## src/rtl/owts_pkg.sv

```systemverilog
`default_nettype none

package owts_pkg;

  // One-wire ROM / function commands
  localparam logic [7:0] CmdSkipRom = 8'hCC;
  localparam logic [7:0] CmdConvert = 8'h44;
  localparam logic [7:0] CmdReadPad = 8'hBE;

  // Request kinds on the input stream
  localparam logic [1:0] ReqTick    = 2'd0;
  localparam logic [1:0] ReqConvert = 2'd1;
  localparam logic [1:0] ReqRead    = 2'd2;
  localparam logic [1:0] ReqFull    = 2'd3;

  localparam int unsigned CfgDataW = 20;
  localparam int unsigned CfgAddrW = 3;

  typedef enum logic [CfgAddrW-1:0] {
    CfgResetLow    = 3'd0,
    CfgPresWait    = 3'd1,
    CfgResetTail   = 3'd2,
    CfgShortLow    = 3'd3,
    CfgLongLow     = 3'd4,
    CfgReadSample  = 3'd5,
    CfgSlot        = 3'd6,
    CfgConvertWait = 3'd7
  } cfg_idx_e;

  typedef struct packed {
    logic [9:0]  reset_low_us;
    logic [9:0]  presence_wait_us;
    logic [9:0]  reset_tail_us;
    logic [7:0]  short_low_us;
    logic [7:0]  long_low_us;
    logic [7:0]  read_sample_us;
    logic [7:0]  slot_us;
    logic [19:0] convert_wait_us;
  } cfg_t;

  typedef enum logic [5:0] {
    PhIdle    = 6'b000001,
    PhRstLow  = 6'b000010,
    PhRstWait = 6'b000100,
    PhRstTail = 6'b001000,
    PhSlot    = 6'b010000,
    PhConv    = 6'b100000
  } phase_e;

endpackage

`default_nettype wire

```

## src/rtl/owts_cfg.sv

```systemverilog
`default_nettype none

module owts_cfg
  import owts_pkg::*;
(
  input  wire logic                clk_i,
  input  wire logic                rst_ni,
  input  wire logic                cfg_we_i,
  input  wire logic [CfgAddrW-1:0] cfg_addr_i,
  input  wire logic [CfgDataW-1:0] cfg_data_i,
  output cfg_t                     cfg_o
);

  cfg_t cfg_q;

  always_ff @(posedge clk_i or negedge rst_ni) begin
    if (!rst_ni) begin
      cfg_q.reset_low_us     <= 10'd480;
      cfg_q.presence_wait_us <= 10'd70;
      cfg_q.reset_tail_us    <= 10'd410;
      cfg_q.short_low_us     <= 8'd6;
      cfg_q.long_low_us      <= 8'd60;
      cfg_q.read_sample_us   <= 8'd15;
      cfg_q.slot_us          <= 8'd70;
      cfg_q.convert_wait_us  <= 20'd750000;
    end else if (cfg_we_i) begin
      unique case (cfg_idx_e'(cfg_addr_i))
        CfgResetLow:    cfg_q.reset_low_us     <= cfg_data_i[9:0];
        CfgPresWait:    cfg_q.presence_wait_us <= cfg_data_i[9:0];
        CfgResetTail:   cfg_q.reset_tail_us    <= cfg_data_i[9:0];
        CfgShortLow:    cfg_q.short_low_us     <= cfg_data_i[7:0];
        CfgLongLow:     cfg_q.long_low_us      <= cfg_data_i[7:0];
        CfgReadSample:  cfg_q.read_sample_us   <= cfg_data_i[7:0];
        CfgSlot:        cfg_q.slot_us          <= cfg_data_i[7:0];
        CfgConvertWait: cfg_q.convert_wait_us  <= cfg_data_i;
        default:        cfg_q                  <= cfg_q;
      endcase
    end
  end

  assign cfg_o = cfg_q;

endmodule

`default_nettype wire

```

## src/rtl/onewire_temp_sensor_master.sv

```systemverilog
`default_nettype none
// One-wire temperature sensor master.
// Each item passes the input register and then the result register on its way to the result transfer.
// Throughput: one item per cycle unless the result side stalls; the sequencer state updates once per item.
// Reset (rst_ni, async active low): idle, counters and stored reading zero,
// timing registers at their default microsecond values.

module onewire_temp_sensor_master
  import owts_pkg::*;
(
  input  wire logic                clk_i,
  input  wire logic                rst_ni,
  // input stream
  input  wire logic                s_axis_tvalid_i,
  output      logic                s_axis_tready_o,
  input  wire logic [7:0]          s_axis_tdata_i,  // [1:0] req_type, [2] line_level
  // result stream
  output      logic                m_axis_tvalid_o,
  input  wire logic                m_axis_tready_i,
  output      logic [23:0]         m_axis_tdata_o,  // [0] drive_low, [1] busy_res,
                                                    // [2] done_res, [3] no_device,
                                                    // [19:4] temperature
  // configuration writes
  input  wire logic                cfg_we_i,
  input  wire logic [CfgAddrW-1:0] cfg_addr_i,
  input  wire logic [CfgDataW-1:0] cfg_data_i
);

  cfg_t cfg;

  owts_cfg u_cfg (
    .clk_i      (clk_i),
    .rst_ni     (rst_ni),
    .cfg_we_i   (cfg_we_i),
    .cfg_addr_i (cfg_addr_i),
    .cfg_data_i (cfg_data_i),
    .cfg_o      (cfg)
  );

  // ---------------------------------------------------------------------------
  // Input register and flow control
  // ---------------------------------------------------------------------------
  logic       in_valid_q;
  logic [1:0] req_q;
  logic       line_q;
  logic       out_valid_q;
  logic       advance;

  // Item in the input register moves on when the result slot is free or drains
  assign advance         = in_valid_q && (!out_valid_q || m_axis_tready_i);
  assign s_axis_tready_o = !in_valid_q || advance;

  always_ff @(posedge clk_i or negedge rst_ni) begin
    if (!rst_ni) begin
      in_valid_q <= 1'b0;
    end else if (s_axis_tready_o) begin
      in_valid_q <= s_axis_tvalid_i;
    end
  end

  always_ff @(posedge clk_i) begin
    if (s_axis_tready_o && s_axis_tvalid_i) begin
      req_q  <= s_axis_tdata_i[1:0];
      line_q <= s_axis_tdata_i[2];
    end
  end

  // ---------------------------------------------------------------------------
  // Sequencer state
  // ---------------------------------------------------------------------------
  phase_e             phase_q, phase_d;
  logic [19:0]        cnt_q, cnt_d;
  logic [1:0]         kind_q, kind_d;
  logic [1:0]         bstep_q, bstep_d;   // 0 skip-ROM, 1 function, 2/3 read bytes
  logic [2:0]         bidx_q, bidx_d;
  logic [7:0]         shf_q, shf_d;
  logic [7:0]         lowb_q, lowb_d;
  logic signed [15:0] temp_q, temp_d;
  logic               pres_q, pres_d;

  // Effective reset, slot and sample timings: zero lengths act as one microsecond, sample point capped at the slot
  logic [9:0] rst_low_len, pres_len, tail_len;
  logic [7:0] slot_len, samp_raw, samp_pt;

  assign rst_low_len = (cfg.reset_low_us == '0) ? 10'd1 : cfg.reset_low_us;
  assign pres_len    = (cfg.presence_wait_us == '0) ? 10'd1 : cfg.presence_wait_us;
  assign tail_len    = (cfg.reset_tail_us == '0) ? 10'd1 : cfg.reset_tail_us;
  assign slot_len    = (cfg.slot_us == '0) ? 8'd1 : cfg.slot_us;
  assign samp_raw    = (cfg.read_sample_us == '0) ? 8'd1 : cfg.read_sample_us;
  assign samp_pt     = (samp_raw > slot_len) ? slot_len : samp_raw;

  logic [19:0] cnt_inc;
  logic [7:0]  shf_v;
  logic [2:0]  bidx_n;
  logic [7:0]  low_time;
  logic        done_d, nodev_d, drive_d;

  assign cnt_inc = cnt_q + 20'd1;

  always_comb begin
    phase_d  = phase_q;
    cnt_d    = cnt_q;
    kind_d   = kind_q;
    bstep_d  = bstep_q;
    bidx_d   = bidx_q;
    shf_d    = shf_q;
    lowb_d   = lowb_q;
    temp_d   = temp_q;
    pres_d   = pres_q;
    done_d   = 1'b0;
    nodev_d  = 1'b0;
    shf_v    = shf_q;
    bidx_n   = bidx_q + 3'd1;

    if (req_q != ReqTick) begin
      // commands only start from idle
      if (phase_q == PhIdle) begin
        kind_d  = req_q;
        pres_d  = 1'b0;
        phase_d = PhRstLow;
        cnt_d   = '0;
        bstep_d = 2'd0;
        bidx_d  = '0;
      end
    end else if (phase_q != PhIdle) begin
      cnt_d = cnt_inc;
      unique case (phase_q)
        PhRstLow: begin
          if (cnt_inc >= {10'd0, rst_low_len}) begin
            phase_d = PhRstWait;
            cnt_d   = '0;
          end
        end
        PhRstWait: begin
          if (cnt_inc >= {10'd0, pres_len}) begin
            pres_d  = !line_q;            // device pulls low when present
            phase_d = PhRstTail;
            cnt_d   = '0;
          end
        end
        PhRstTail: begin
          if (cnt_inc >= {10'd0, tail_len}) begin
            cnt_d = '0;
            if (!pres_q) begin
              phase_d = PhIdle;
              done_d  = 1'b1;
              nodev_d = 1'b1;
            end else begin
              bstep_d = 2'd0;
              phase_d = PhSlot;
              bidx_d  = '0;
              shf_d   = CmdSkipRom;
            end
          end
        end
        PhConv: begin
          if (cnt_inc >= cfg.convert_wait_us) begin
            phase_d = PhRstLow;
            cnt_d   = '0;
            bstep_d = 2'd0;
            bidx_d  = '0;
          end
        end
        PhSlot: begin
          // read slots shift the sampled bit in from the top
          if (bstep_q[1] && cnt_inc == {12'd0, samp_pt}) begin
            shf_v = {line_q, shf_q[7:1]};
          end
          if (cnt_inc >= {12'd0, slot_len}) begin
            if (!bstep_q[1]) begin
              shf_v = {1'b0, shf_v[7:1]};
            end
            bidx_d = bidx_n;
            cnt_d  = '0;
          end
          shf_d = shf_v;
          if (cnt_inc >= {12'd0, slot_len} && bidx_n == 3'd0) begin
            // byte boundary
            unique case (bstep_q)
              2'd0: begin
                bstep_d = 2'd1;
                bidx_d  = '0;
                shf_d   = (kind_q == ReqRead) ? CmdReadPad : CmdConvert;
              end
              2'd1: begin
                if (kind_q == ReqRead) begin
                  bstep_d = 2'd2;
                  bidx_d  = '0;
                  shf_d   = 8'h00;
                end else if (kind_q == ReqFull) begin
                  // second pass reads the scratchpad
                  kind_d = ReqRead;
                  if (cfg.convert_wait_us == '0) begin
                    phase_d = PhRstLow;
                    bstep_d = 2'd0;
                    bidx_d  = '0;
                  end else begin
                    phase_d = PhConv;
                  end
                end else begin
                  phase_d = PhIdle;
                  done_d  = 1'b1;
                end
              end
              2'd2: begin
                lowb_d  = shf_v;
                bstep_d = 2'd3;
                bidx_d  = '0;
                shf_d   = 8'h00;
              end
              default: begin
                temp_d  = signed'({shf_v, lowb_q});
                phase_d = PhIdle;
                done_d  = 1'b1;
              end
            endcase
          end
        end
        default: begin
          phase_d = phase_q;
        end
      endcase
    end

    // bus drive for the coming microsecond
    if (bstep_d[1]) begin
      low_time = cfg.short_low_us;
    end else begin
      low_time = shf_d[0] ? cfg.short_low_us : cfg.long_low_us;
    end
    if (phase_d == PhRstLow) begin
      drive_d = 1'b1;
    end else if (phase_d == PhSlot) begin
      drive_d = (cnt_d < {12'd0, low_time});
    end else begin
      drive_d = 1'b0;
    end
  end

  always_ff @(posedge clk_i or negedge rst_ni) begin
    if (!rst_ni) begin
      phase_q <= PhIdle;
      cnt_q   <= '0;
      kind_q  <= '0;
      bstep_q <= '0;
      bidx_q  <= '0;
      shf_q   <= '0;
      lowb_q  <= '0;
      temp_q  <= '0;
      pres_q  <= 1'b0;
    end else if (advance) begin
      phase_q <= phase_d;
      cnt_q   <= cnt_d;
      kind_q  <= kind_d;
      bstep_q <= bstep_d;
      bidx_q  <= bidx_d;
      shf_q   <= shf_d;
      lowb_q  <= lowb_d;
      temp_q  <= temp_d;
      pres_q  <= pres_d;
    end
  end

  // ---------------------------------------------------------------------------
  // Result register
  // ---------------------------------------------------------------------------
  logic [19:0] res_q;

  always_ff @(posedge clk_i or negedge rst_ni) begin
    if (!rst_ni) begin
      out_valid_q <= 1'b0;
    end else if (advance) begin
      out_valid_q <= 1'b1;
    end else if (m_axis_tready_i) begin
      out_valid_q <= 1'b0;
    end
  end

  always_ff @(posedge clk_i) begin
    if (advance) begin
      res_q <= {temp_d, nodev_d, done_d, (phase_d != PhIdle), drive_d};
    end
  end

  assign m_axis_tvalid_o = out_valid_q;
  assign m_axis_tdata_o  = {4'd0, res_q};

endmodule

`default_nettype wire

```

## config.mk

```make
export PLATFORM = sky130hd
export DESIGN_NAME = onewire_temp_sensor_master
export DESIGN_NICKNAME = d
export VERILOG_FILES = /design/src/rtl/owts_pkg.sv /design/src/rtl/owts_cfg.sv /design/src/rtl/onewire_temp_sensor_master.sv
export SDC_FILE = /design/constraint.sdc
export NUM_CORES = 1
export LEC_CHECK = 0
export BUFFER_PORTS_ARGS = -buffer_cell sky130_fd_sc_hd__clkbuf_2
export CAP_MARGIN = 20
export CORE_ASPECT_RATIO = 1.25
export CORE_MARGIN = 1.5
export CORE_UTILIZATION = 50
export CTS_BUF_LIST = sky130_fd_sc_hd__clkbuf_8
export DETAILED_ROUTE_END_ITERATION = 6
export GPL_TIMING_DRIVEN = 0
export PLACE_DENSITY_LB_ADDON = 0.3
export SETUP_SLACK_MARGIN = 0.4
export SYNTH_ARGS = -nofsm -noshare
export SYNTH_HDL_FRONTEND = slang
export SYNTH_HIERARCHICAL = 1
export SYNTH_SLANG_ARGS = --single-unit
```

## constraint.sdc

```tcl
create_clock -name clk_i -period 15.5 [get_ports clk_i]
set_input_delay 3.1 -clock clk_i [delete_from_list [all_inputs] [get_ports clk_i]]
set_output_delay 3.1 -clock clk_i [all_outputs]
set_load 0.05 [all_outputs]
```

==> key figures, run 1 <==
Setup path
  – Critical-path maximum fanout: 10
  – Setup crit start: cnt_q[0]$_DFFE_PN0P_
  – CP Capture Point: res_q[0]$_SDFFCE_PN1P_
  – Critical Path AT: 7.99 ns
  – Reg2Reg Depth: 23
  – R2R setup slack: 7.71 ns
  – Critical path class: register to register
  – Startpoint Class: register
  – Required @ worst endpoint: 15.70 ns
  – RR Startpoint: cnt_q[0]$_DFFE_PN0P_
  – CP endpoint kind: register
  – Reg2reg end: res_q[0]$_SDFFCE_PN1P_

Global route
  – First-pass GRT wire length: 42150 µm
  – Met1 global-route usage: 0.3053
  – Vias in the first global route: 8089
  – GRT overflow: 0
  – Pin count of the biggest net entering global routing: 99
  – Initial antenna violation count: 0
  – GR Util met3: 0.03896
  – Met2 usage: 0.4042
  – Busiest grt layer: met2
  – Total global-route track usage: 0.2388

Clock network
  – Setup Buffers After CTS: 0
  – CTS root buffer: clkbuf_8
  – # hold bufs at CTS: 0
  – CTS sink count: 173
  – Max H-tree Level: 4
  – CTS tree: done
  – Num CTS Buffers: 17
  – Reg clk slew, reported paths: 0.11 ns
  – # resized after CTS: 0
  – Max Buffers Root-to-Sink: 2
  – Clock latency on the worst-skew pair: 0.48 ns

Floorplan
  – Ports: 62
  – Total core area: 20970 µm²
  – Die height: 167.0 µm
  – Die width: 134.2 µm
  – Row cnt: 59
  – Initial Utilization: 0.5130
  – Die area: 22400 µm²

Synthesis
  – Syn_area_per_cell: 10.44 µm²
  – Dominant register cell in the synthesized netlist: dfrtp_1
  – Post-Syn Area: 10750 µm²
  – Seq/Total Area, Yosys: 0.4175
  – Syn Inst Count: 1030
  – Flops & latches, synth: 173
  – Synth warnings: 6
  – Number of flops mapped to enable cells by yosys: 23
  – Netlist cell types: 86
  – Asr flop ratio synth: 0.8671

Pwr
  – Sw Share: 0.3487
  – Power Density: 110.0 nW/µm²
  – Logic pwr share: 0.304
  – Peak supply drop: 59.43 µV
  – Overall power: 1.301 mW
  – Leak: 5.602 nW
  – P_int: 0.8475 mW
  – Clk pwr share: 0.251
  – P_sw: 0.4538 mW
  – Part of the power in registers: 0.445

Timing
  – Max transition margin: 0.2757
  – Transition time of the tightest slew-check pin: 1.078 ns
  – Final hold vios: 0
  – Unrepaired setup endpoints after global routing: no
  – Fin crit period: 7.792 ns
  – Final Setup Violations: 0
  – Maximum clock rate: 128.3 MHz
  – Setup_tns: 0 ns
  – Max-slew violation count: 0
  – Final worst-path cycle share: 0.5027
  – Skew final: 0.01443 ns

Placed design
  – Routability cong.: 0.9431
  – Detail Placement HPWL: 18910 µm
  – Placed insts: 1357
  – Port bufs: 48

Finish
  – Layout cell share with drive strength beyond 1: 0.2346
  – Final net count: 1218
  – Fillers: 1895
  – Final std cells w/o fill: 1391
  – Commonest non-fill, non-tap cell in the layout: dfrtp_1
  – Most frequent cells in the layout: 114 x dfrtp_1, 99 x nand2_1, 78 x ha_1
  – Antenna diode count: 0
  – Area growth from synthesis to layout: 9.983%

Routing
  – Via-per-instance ratio: 5.940
  – Pre-antenna DRT Iters: 5
  – Initial DRC Count: 476
  – Vias after detailed routing: 8263
  – DRC viols: 0
  – Post-route ant nets: 0
  – Drt wl/cell: 18.36 µm
  – Total wire length: 25530 µm

Worst hold path
  – Hold Crit Start: temp_q[0]$_DFFE_PN0P_
  – Hold Path Class: register to register

Outcome
  – Status: finished clean

Run
  – Max cap viols: 0
sequential cells by signal, summed over array words and instances, names as in the netlist:
register         cells
lowb_q               8
phase_q              6
req_q                2
kind_q               2
cnt_q               20
res_q               20
temp_q              16
u_cfg/cfg_o         82
pres_q               1
line_q               1
bidx_q               3
m_axis_tvalid_o      1
in_valid_q           1
shf_q                8
bstep_q              2
synth_stat cells (6+ instances only):
cell	n	area share
xor2_1	8	0.0065
mux2_2	77	0.081
nand3_1	23	0.011
o21ai_0	56	0.026
buf_4	8	0.0056
mux2i_1	20	0.019
inv_1	63	0.022
nor3_1	22	0.010
buf_2	7	0.0033
dfstp_2	36	0.088
edfxtp_1	23	0.064
a21oi_1	37	0.017
mux2_4	28	0.039
nor4_1	16	0.0093
nor2_1	49	0.017
dfrtp_1	114	0.27
and2_1	8	0.0047
and3_1	8	0.0047
a211oi_1	7	0.0049
nand2b_1	17	0.0099
a41o_1	6	0.0056
clkbuf_1	28	0.0098
or3_1	8	0.0047
a22o_1	6	0.0049
ha_1	78	0.091
a21o_1	18	0.013
o21a_1	9	0.0063
nand2_1	99	0.035
xnor2_1	13	0.011
o31ai_1	8	0.0056
buf_6	6	0.0063
nand4_1	15	0.0087
a32o_1	8	0.0074
per-stage QoR:
stage	hold slack [ns]	util	setup slack, ns	area [µm²]
finish	0.4847	0.5642	7.708	11830
floorplan	0.4362	-	8.817	10770
CTS	0.4848	0.5636	7.891	11820
global placement	0.4545	0.5413	8.143	11350
detailed placement	0.4590	0.5443	7.921	11410
global route	0.5054	0.5642	7.464	11830
worst max-delay path, cell delays in order (launching register included):
cell and delay (ns):
dfrtp_1 0.61, clkbuf_1 0.44, nand3_1 0.26, nor2_1 0.39, nand4_1 0.16, xnor2_1 0.83
ha_1 0.29, nand4_1 0.10, o311a_1 0.35, a21oi_1 0.36, nor2_1 0.21, o21ai_0 0.34
a31oi_1 0.17, a41o_1 0.29, nor3_4 0.44, mux2i_1 0.37, ha_1 0.31, a21oi_1 0.16
nor2b_1 0.07, o21ai_0 0.19, nand3_1 0.10, a2111oi_0 0.46, nor2_1 0.08, a311oi_1 0.53
routing by layer:
layer	vias up	share of wire
met5	-	0
met4	0	0.027
met3	50	0.043
met2	227	0.50
met1	4062	0.43
li1	3924	-
worst min path at each step:
stage	endpoint	depth (start not counted)	slack (ns)
after floorplan	pres_q$_DFFE_PN0P_	1	0.44
after global placement	temp_q[1]$_DFFE_PN0P_	2	0.45
after detailed placement	temp_q[0]$_DFFE_PN0P_	2	0.46
after CTS	temp_q[0]$_DFFE_PN0P_	2	0.48
after global routing	temp_q[2]$_DFFE_PN0P_	2	0.51
final	temp_q[0]$_DFFE_PN0P_	2	0.48
power by group through the flow:
| stage | Sequential [mW] | Clock (mW) | Combinational [mW] |
|---|---|---|---|
| floorplan | 0.581 | 0 | 0.289 |
| global placement | 0.585 | 0 | 0.378 |
| detailed placement | 0.587 | 0 | 0.394 |
| CTS | 0.578 | 0.334 | 0.397 |
| global route | 0.587 | 0.355 | 0.445 |
| finish | 0.579 | 0.327 | 0.396 |
cell families (layout without fill, tap and decap cells):
| kind of cell | after synthesis | count (layout) | synth area share |
|---|---|---|---|
| muxes | 125 | 125 | 0.1383 |
| adders and majority gates | 78 | 78 | 0.09075 |
| other | 1 | 4 | 0.0003487 |
| xor gates and xnor gates | 21 | 21 | 0.01710 |
| buffers and inverters | 115 | 199 | 0.04805 |
| DFF | 173 | 173 | 0.4175 |
| and+or+nand+nor | 312 | 312 | 0.1592 |
| AOI/OAI and AO/OA | 205 | 205 | 0.1288 |
cell type report:
type                       instances  area, µm²  share of cell area
buffer                            51      276.5             0.02338
clock buffer                      17      234.0             0.01978
clock inverter                    15      168.9             0.01428
inverter                          64      240.2             0.02031
multi-input combinational        745       5759              0.4869
sequential                       173       4489              0.3796
tap                              274      342.8             0.02899
timing repair buffer              52      316.6             0.02676
No activity file was read; power rests on OpenSTA's default activity.
==> run 2: changes to the inputs <==
==> constraint.sdc (replaced) <==
create_clock -name clk_i -period 6.85 [get_ports clk_i]
set_input_delay 1.37 -clock clk_i [delete_from_list [all_inputs] [get_ports clk_i]]
set_output_delay 1.37 -clock clk_i [all_outputs]
set_load 0.05 [all_outputs]
==> run 2 against run 1 <==
Compared with the run above: worst hold slack is essentially flat; wire length grew 0.89%; clock power grew 130%; critical path depth shrank 1; first-iteration DRC count grew 3.2%.
==> key figures, run 2 (synthesis results as in run 1) <==
Finish
  – Fillers: 1874 (-1.1%)
  – Area growth from synthesis to layout: 11.38%
  – Fin area: 11980 µm² (+1.3%)
  – Layout cell share with drive strength beyond 1: 0.2529 (+0.01834)
  – Most frequent cells in the layout: 113 x dfrtp_1, 99 x nand2_1, 78 x ha_1
  – Largest register FFs: 82 (unchanged)
  – Antenna diode count: 0 (unchanged)
  – Final net count: 1224 (+0.49%)
  – Commonest non-fill, non-tap cell in the layout: dfrtp_1

Clock network
  – CTS root buffer: clkbuf_8
  – CTS sink count: 173 (unchanged)
  – Max Buffers Root-to-Sink: 2 (unchanged)
  – CTS tree: done
  – Clock latency on the worst-skew pair: 0.49 ns (about the same)
  – Max H-tree Level: 4 (unchanged)
  – Num CTS Buffers: 17 (unchanged)
  – Reg clk slew, reported paths: 0.11 ns (about the same)

Floorplan
  – Die height: 167.0 µm (unchanged)
  – Ports: 62 (unchanged)
  – Initial Utilization: 0.5130 (unchanged)
  – Die area: 22400 µm² (unchanged)
  – Total core area: 20970 µm² (unchanged)
  – Row cnt: 59 (unchanged)
  – Die width: 134.2 µm (unchanged)

Pwr
  – Peak supply drop: 134.4 µV (+130%)
  – Leak: 5.687 nW (+1.5%)
  – Power Density: 248.5 nW/µm² (+130%)

Routing
  – DRC viols: 0 (unchanged)
  – Via-per-instance ratio: 5.900 (-0.68%)
  – Post-route ant nets: 0 (unchanged)
  – Initial DRC Count: 491 (+3.2%)
  – WL met2: 13030 µm (+1.5%)
  – Drt wl/cell: 18.44 µm (+0.45%)
  – Pre-antenna DRT Iters: 5 (unchanged)
  – DR WL met3: 973 µm (-10%)
  – Top Layer Used: met4
  – Vias after detailed routing: 8242 (-0.25%)
  – Wl on met1: 11050 µm (+1.2%)
  – Total wire length: 25760 µm (+0.89%)

Setup path
  – Reg2reg end: res_q[0]$_SDFFCE_PN1P_
  – Startpoint Class: register
  – Reg2Reg Depth: 22 (-4.3%)
  – CP endpoint kind: register
  – Critical path class: register to register
  – Required @ worst endpoint: 7.11 ns (-8.59 ns)
  – R2R setup slack: 0.70 ns (-7.01 ns)
  – Critical Path AT: 6.41 ns (-1.58 ns)
  – RR Startpoint: cnt_q[1]$_DFFE_PN0P_
  – Critical-path maximum fanout: 10 (unchanged)

Timing
  – Final hold slack: 0.4850 ns (+0.0003150 ns)
  – Skew final: 0.01599 ns (+0.001558 ns)
  – Unrepaired setup endpoints after global routing: no
  – Transition time of the tightest slew-check pin: 1.077 ns (-0.001417 ns)
  – Final Setup Violations: 0 (unchanged)
  – Final WS setup: 0.7014 ns (-7.007 ns)
  – Maximum clock rate: 162.6 MHz (+27%)
  – Max transition margin: 0.2766 (+0.0009510)
  – Final hold vios: 0 (unchanged)
  – Final worst-path cycle share: 0.8976 (+0.3949)
  – Max-slew violation count: 0 (unchanged)
  – Fin crit period: 6.149 ns (-1.643 ns)

Global route
  – Initial antenna violation count: 0 (unchanged)
  – GRT overflow: 0 (unchanged)
  – Vias in the first global route: 8176 (+1.1%)
  – Pin count of the biggest net entering global routing: 99 (unchanged)
  – Total global-route track usage: 0.2405 (+0.001663)
  – First-pass GRT wire length: 42530 µm (+0.92%)

Placed design
  – Port bufs: 48 (unchanged)
  – Post-DP Area: 11410 µm² (unchanged)
  – Detail Placement HPWL: 18910 µm (unchanged)
  – Routability cong.: 0.9431 (unchanged)
  – Setup WS pre-CTS: -0.7288 ns (-8.650 ns)

Worst hold path
  – Hold Crit Depth: 2 (unchanged)
  – Hold Crit Start: temp_q[0]$_DFFE_PN0P_
  – Hold endpoint: temp_q[0]$_DFFE_PN0P_
  – Hold Path Class: register to register

Outcome
  – Status: finished clean

Run
  – Max cap viols: 0 (unchanged)
run 2: how the worst max path moves through the flow:
stage / from / to / depth (start not counted)
global placement: cnt_q[0]$_DFFE_PN0P_ / res_q[0]$_SDFFCE_PN1P_ / 23
global route: u_cfg/cfg_o[26]$_DFFE_PN1P_ / res_q[0]$_SDFFCE_PN1P_ / 22
finish: cnt_q[1]$_DFFE_PN0P_ / res_q[0]$_SDFFCE_PN1P_ / 22
detailed placement: cnt_q[0]$_DFFE_PN0P_ / res_q[0]$_SDFFCE_PN1P_ / 23
floorplan: cnt_q[0]$_DFFE_PN0P_ / res_q[0]$_SDFFCE_PN1P_ / 22
CTS: cnt_q[0]$_DFFE_PN0P_ / res_q[0]$_SDFFCE_PN1P_ / 23
run 2: area by class of cell:
cell class | count | area [µm²] | area share
Tap cell | 274 | 342.8 | 0.02862
Clock buffer | 17 | 234.0 | 0.01953
Sequential cell | 173 | 4491 | 0.3749
Inverter | 64 | 240.2 | 0.02006
Clock inverter | 15 | 168.9 | 0.01410
Multi-Input combinational cell | 745 | 5859 | 0.4892
Buffer | 51 | 280.3 | 0.02340
Timing Repair Buffer | 58 | 361.6 | 0.03019
run 2: stage by stage:
step	total power [mW]	TNS [ns]	std cells	util
floorplan	1.967	0	1033	-
global placement	2.179	-0.5070	1355	0.5413
detailed placement	2.220	-0.7288	1357	0.5443
CTS	2.972	0	1393	0.5685
global route	3.168	0	1397	0.5713
finish	2.976	0	1397	0.5713
run 2: metal layers:
metal | up-vias | track usage
met5 | - | 0
li1 | 3929 | -
met3 | 47 | 0.03623
met4 | 0 | 0.09537
met1 | 4041 | 0.3067
met2 | 225 | 0.4085
run 2: repair_timing:
item / CTS / global route
gates cloned: 0 / 0
resized for setup: 12 / 12
setup endpoints to repair: 1 / 1
buffers inserted: 4 / 3
pin swaps: 2 / 0
hold buffers: 0 / 0
run 2: worst max-delay path: stages, from the launching register on:
cell       delay, ns
dfrtp_1         0.44
ha_1            0.27
and3_1          0.25
nand3_1         0.15
xnor2_2         0.59
ha_1            0.37
a21o_1          0.18
a221o_1         0.34
o21ai_0         0.24
a211oi_2        0.18
nor3b_2         0.35
a2111o_1        0.20
o21a_1          0.25
clkbuf_2        0.31
a22o_1          0.20
ha_1            0.25
a21oi_1         0.16
nor2b_1         0.06
o21ai_0         0.19
nand3_1         0.12
a2111oi_2       0.36
nor2_1          0.09
a311oi_2        0.37
run 2: report_power, final:
| group | switching, mW | internal, mW | total, mW |
|---|---|---|---|
| sequential | 0.104 | 1.20 | 1.31 |
| combinational | 0.502 | 0.425 | 0.927 |
| clock | 0.434 | 0.308 | 0.742 |
| total | 1.04 | 1.94 | 2.98 |
==> run 3: changes to the inputs <==
--- a/config.mk
+++ b/config.mk
@@ -10,7 +10,6 @@
 export CORE_ASPECT_RATIO = 1.25
 export CORE_MARGIN = 1.5
 export CORE_UTILIZATION = 50
-export CTS_BUF_LIST = sky130_fd_sc_hd__clkbuf_8
 export DETAILED_ROUTE_END_ITERATION = 6
 export GPL_TIMING_DRIVEN = 0
 export PLACE_DENSITY_LB_ADDON = 0.3
==> run 3 against run 2 <==
Compared with the run above: power increased by 8.2%; maximum frequency fell by 0.95%; register-to-register slack worse by 0.06 ns; highest routed layer unchanged; cell count stayed put; combinational power is essentially flat; utilization up 0.89 points; sequential power barely moved; critical path depth unchanged; critical path type unchanged; clock power is 33% higher; die area stayed put; sequential cell count unchanged; count of clock-buffer cells in the layout unchanged.
==> key figures, run 3 (synthesis results as in run 1) <==
Routing
  – Total wire length: 25770 µm (about the same)
  – Post-route ant nets: 0 (unchanged)
  – Drt wl/cell: 18.44 µm (about the same)
  – Via-per-instance ratio: 5.937 (+0.63%)
  – Pre-antenna DRT Iters: 5 (unchanged)
  – Initial DRC Count: 458 (-6.7%)
  – Vias after detailed routing: 8294 (+0.63%)
  – DRC viols: 0 (unchanged)

Pwr
  – Leak: 5.774 nW (+1.5%)
  – Power Density: 264.7 nW/µm² (+6.5%)
  – Overall power: 3.219 mW (+8.2%)
  – Peak supply drop: 172.7 µV (+29%)

Floorplan
  – Ports: 62 (unchanged)
  – Row cnt: 59 (unchanged)
  – Die area: 22400 µm² (unchanged)
  – Die width: 134.2 µm (unchanged)
  – Initial Utilization: 0.5130 (unchanged)
  – Total core area: 20970 µm² (unchanged)
  – Die height: 167.0 µm (unchanged)

Finish
  – Antenna diode count: 0 (unchanged)
  – Core Util, Final: 0.5802 (+0.008892)
  – Commonest non-fill, non-tap cell in the layout: dfrtp_1
  – Final net count: 1224 (unchanged)
  – Most frequent cells in the layout: 113 x dfrtp_1, 99 x nand2_1, 78 x ha_1
  – Area growth from synthesis to layout: 13.11%
  – Fillers: 1846 (-1.5%)
  – Layout cell share with drive strength beyond 1: 0.2529 (unchanged)
  – Largest register FFs: 82 (unchanged)

Clock network
  – CTS sink count: 173 (unchanged)
  – CTS tree: done
  – Num CTS Buffers: 17 (unchanged)
  – Max H-tree Level: 4 (unchanged)
  – Reg clk slew, reported paths: 0.07 ns (-0.04 ns)
  – Max Buffers Root-to-Sink: 2 (unchanged)
  – # hold bufs at CTS: 0 (unchanged)
  – Clock latency on the worst-skew pair: 0.44 ns (-0.05 ns)
  – CTS root buffer: clkbuf_16

Timing
  – Unrepaired setup endpoints after global routing: no
  – Final worst-path cycle share: 0.9062 (+0.008606)
  – Transition time of the tightest slew-check pin: 1.042 ns (-0.03495 ns)
  – Maximum clock rate: 161.1 MHz (-0.95%)
  – Setup_tns: 0 ns (unchanged)
  – Final hold vios: 0 (unchanged)
  – Fin crit period: 6.208 ns (+0.05895 ns)
  – Max transition margin: 0.3001 (+0.02348)
  – Max-slew violation count: 0 (unchanged)
  – Skew final: 0.01272 ns (-0.003270 ns)
  – Final Setup Violations: 0 (unchanged)

Run
  – Max cap viols: 0 (unchanged)

Global route
  – Initial antenna violation count: 0 (unchanged)
  – First-pass GRT wire length: 42580 µm (+0.11%)
  – Total global-route track usage: 0.2409 (+0.0003708)
  – Vias in the first global route: 8233 (+0.70%)
  – Pin count of the biggest net entering global routing: 99 (unchanged)
  – GRT overflow: 0 (unchanged)

Placed design
  – Routability cong.: 0.9431 (unchanged)
  – Detail Placement HPWL: 18910 µm (unchanged)
  – Port bufs: 48 (unchanged)

Worst hold path
  – Hold Path Class: register to register

Setup path
  – Critical path class: register to register
  – Required @ worst endpoint: 7.07 ns (-0.04 ns)
  – CP endpoint kind: register
  – Startpoint Class: register
  – Critical Path AT: 6.43 ns (+0.02 ns)
  – Critical-path maximum fanout: 9 (-1)

Outcome
  – Status: finished clean
==> run 3: changes by cell type in the layout (fill, tap and decap cells not counted), sizes merged <==
cell / before / now
buf: 32 / 31
clkbuf: 94 / 95
==> run 3: cell type report <==
cell class                      instances  area, µm²  area share
Clock inverter                         15      168.9     0.01389
Clock buffer                           17      425.4     0.03497
Timing Repair Buffer                   58      364.1     0.02993
Multi-Input combinational cell        745       5852      0.4811
Buffer                                 51      280.3     0.02304
Inverter                               64      240.2     0.01975
Sequential cell                       173       4491      0.3692
Tap cell                              274      342.8     0.02818
==> run 3: through the flow <==
stage | area (µm²) | instances | setup WS, ns | hold slack, ns
floorplan | 10770 | 1033 | 1.515 | 0.4362
global placement | 11350 | 1355 | -0.5070 | 0.4545
detailed placement | 11410 | 1357 | -0.7288 | 0.4590
CTS | 12110 | 1393 | 0.4667 | 0.4772
global route | 12160 | 1397 | 0.3897 | 0.4964
finish | 12160 | 1397 | 0.6424 | 0.4723
==> run 3: worst max-delay path: stages (launching register included) <==
cell       delay, ns
dfrtp_2         0.45
ha_1            0.24
nand3_2         0.23
or3_1           0.42
clkbuf_2        0.18
or4b_1          0.49
a32oi_1         0.25
and4_1          0.25
buf_6           0.15
nand3_2         0.07
or4_4           0.56
a31o_1          0.23
and3_4          0.19
nor3_4          0.28
mux2i_2         0.32
ha_1            0.29
a21oi_1         0.16
nor2b_1         0.07
o21ai_0         0.19
nand3_1         0.13
a2111oi_2       0.39
nor2_1          0.09
a311oi_2        0.36
==> run 3: what timing repair did <==
| item | 4_1_cts | 5_1_grt |
|---|---|---|
| gates resized for setup | 13 | 10 |
| setup buffers | 4 | 3 |
| pin swaps | 2 | 0 |
| setup endpoints to repair | 1 | 1 |
==> run 3: per-layer routing <==
| metal | global-route usage | up-vias | routed length, µm | part of all wire |
|---|---|---|---|---|
| li1 | - | 3936 | - | - |
| met1 | 0.3048 | 4109 | 10920 | 0.42 |
| met2 | 0.4060 | 201 | 13000 | 0.50 |
| met3 | 0.03896 | 48 | 1025 | 0.040 |
| met4 | 0.1038 | 0 | 821 | 0.032 |
| met5 | 0 | - | 0 | 0 |
==> run 3: worst paths after layout <==
kind                       cells past startpoint  slack (ns)                          end             startpoint
max reg2reg                                   22        0.64       res_q[0]$_SDFFCE_PN1P_   cnt_q[0]$_DFFE_PN0P_
max                                           22        0.64       res_q[0]$_SDFFCE_PN1P_   cnt_q[0]$_DFFE_PN0P_
max in group asynchronous                      2        5.10  u_cfg/cfg_o[31]$_DFFE_PN1P_                 rst_ni
min reg2reg                                    2        0.47        temp_q[0]$_DFFE_PN0P_  temp_q[0]$_DFFE_PN0P_
min in group asynchronous                      1        0.87  u_cfg/cfg_o[18]$_DFFE_PN0P_                 rst_ni
min                                            2        0.47        temp_q[0]$_DFFE_PN0P_  temp_q[0]$_DFFE_PN0P_
==> run 3: power breakdown <==
group	internal, mW	total (mW)	leakage (nW)	switching (mW)
sequential	1.20	1.31	2.09	0.104
combinational	0.426	0.928	3.39	0.502
clock	0.522	0.984	0.289	0.462
total	2.15	3.22	5.77	1.07
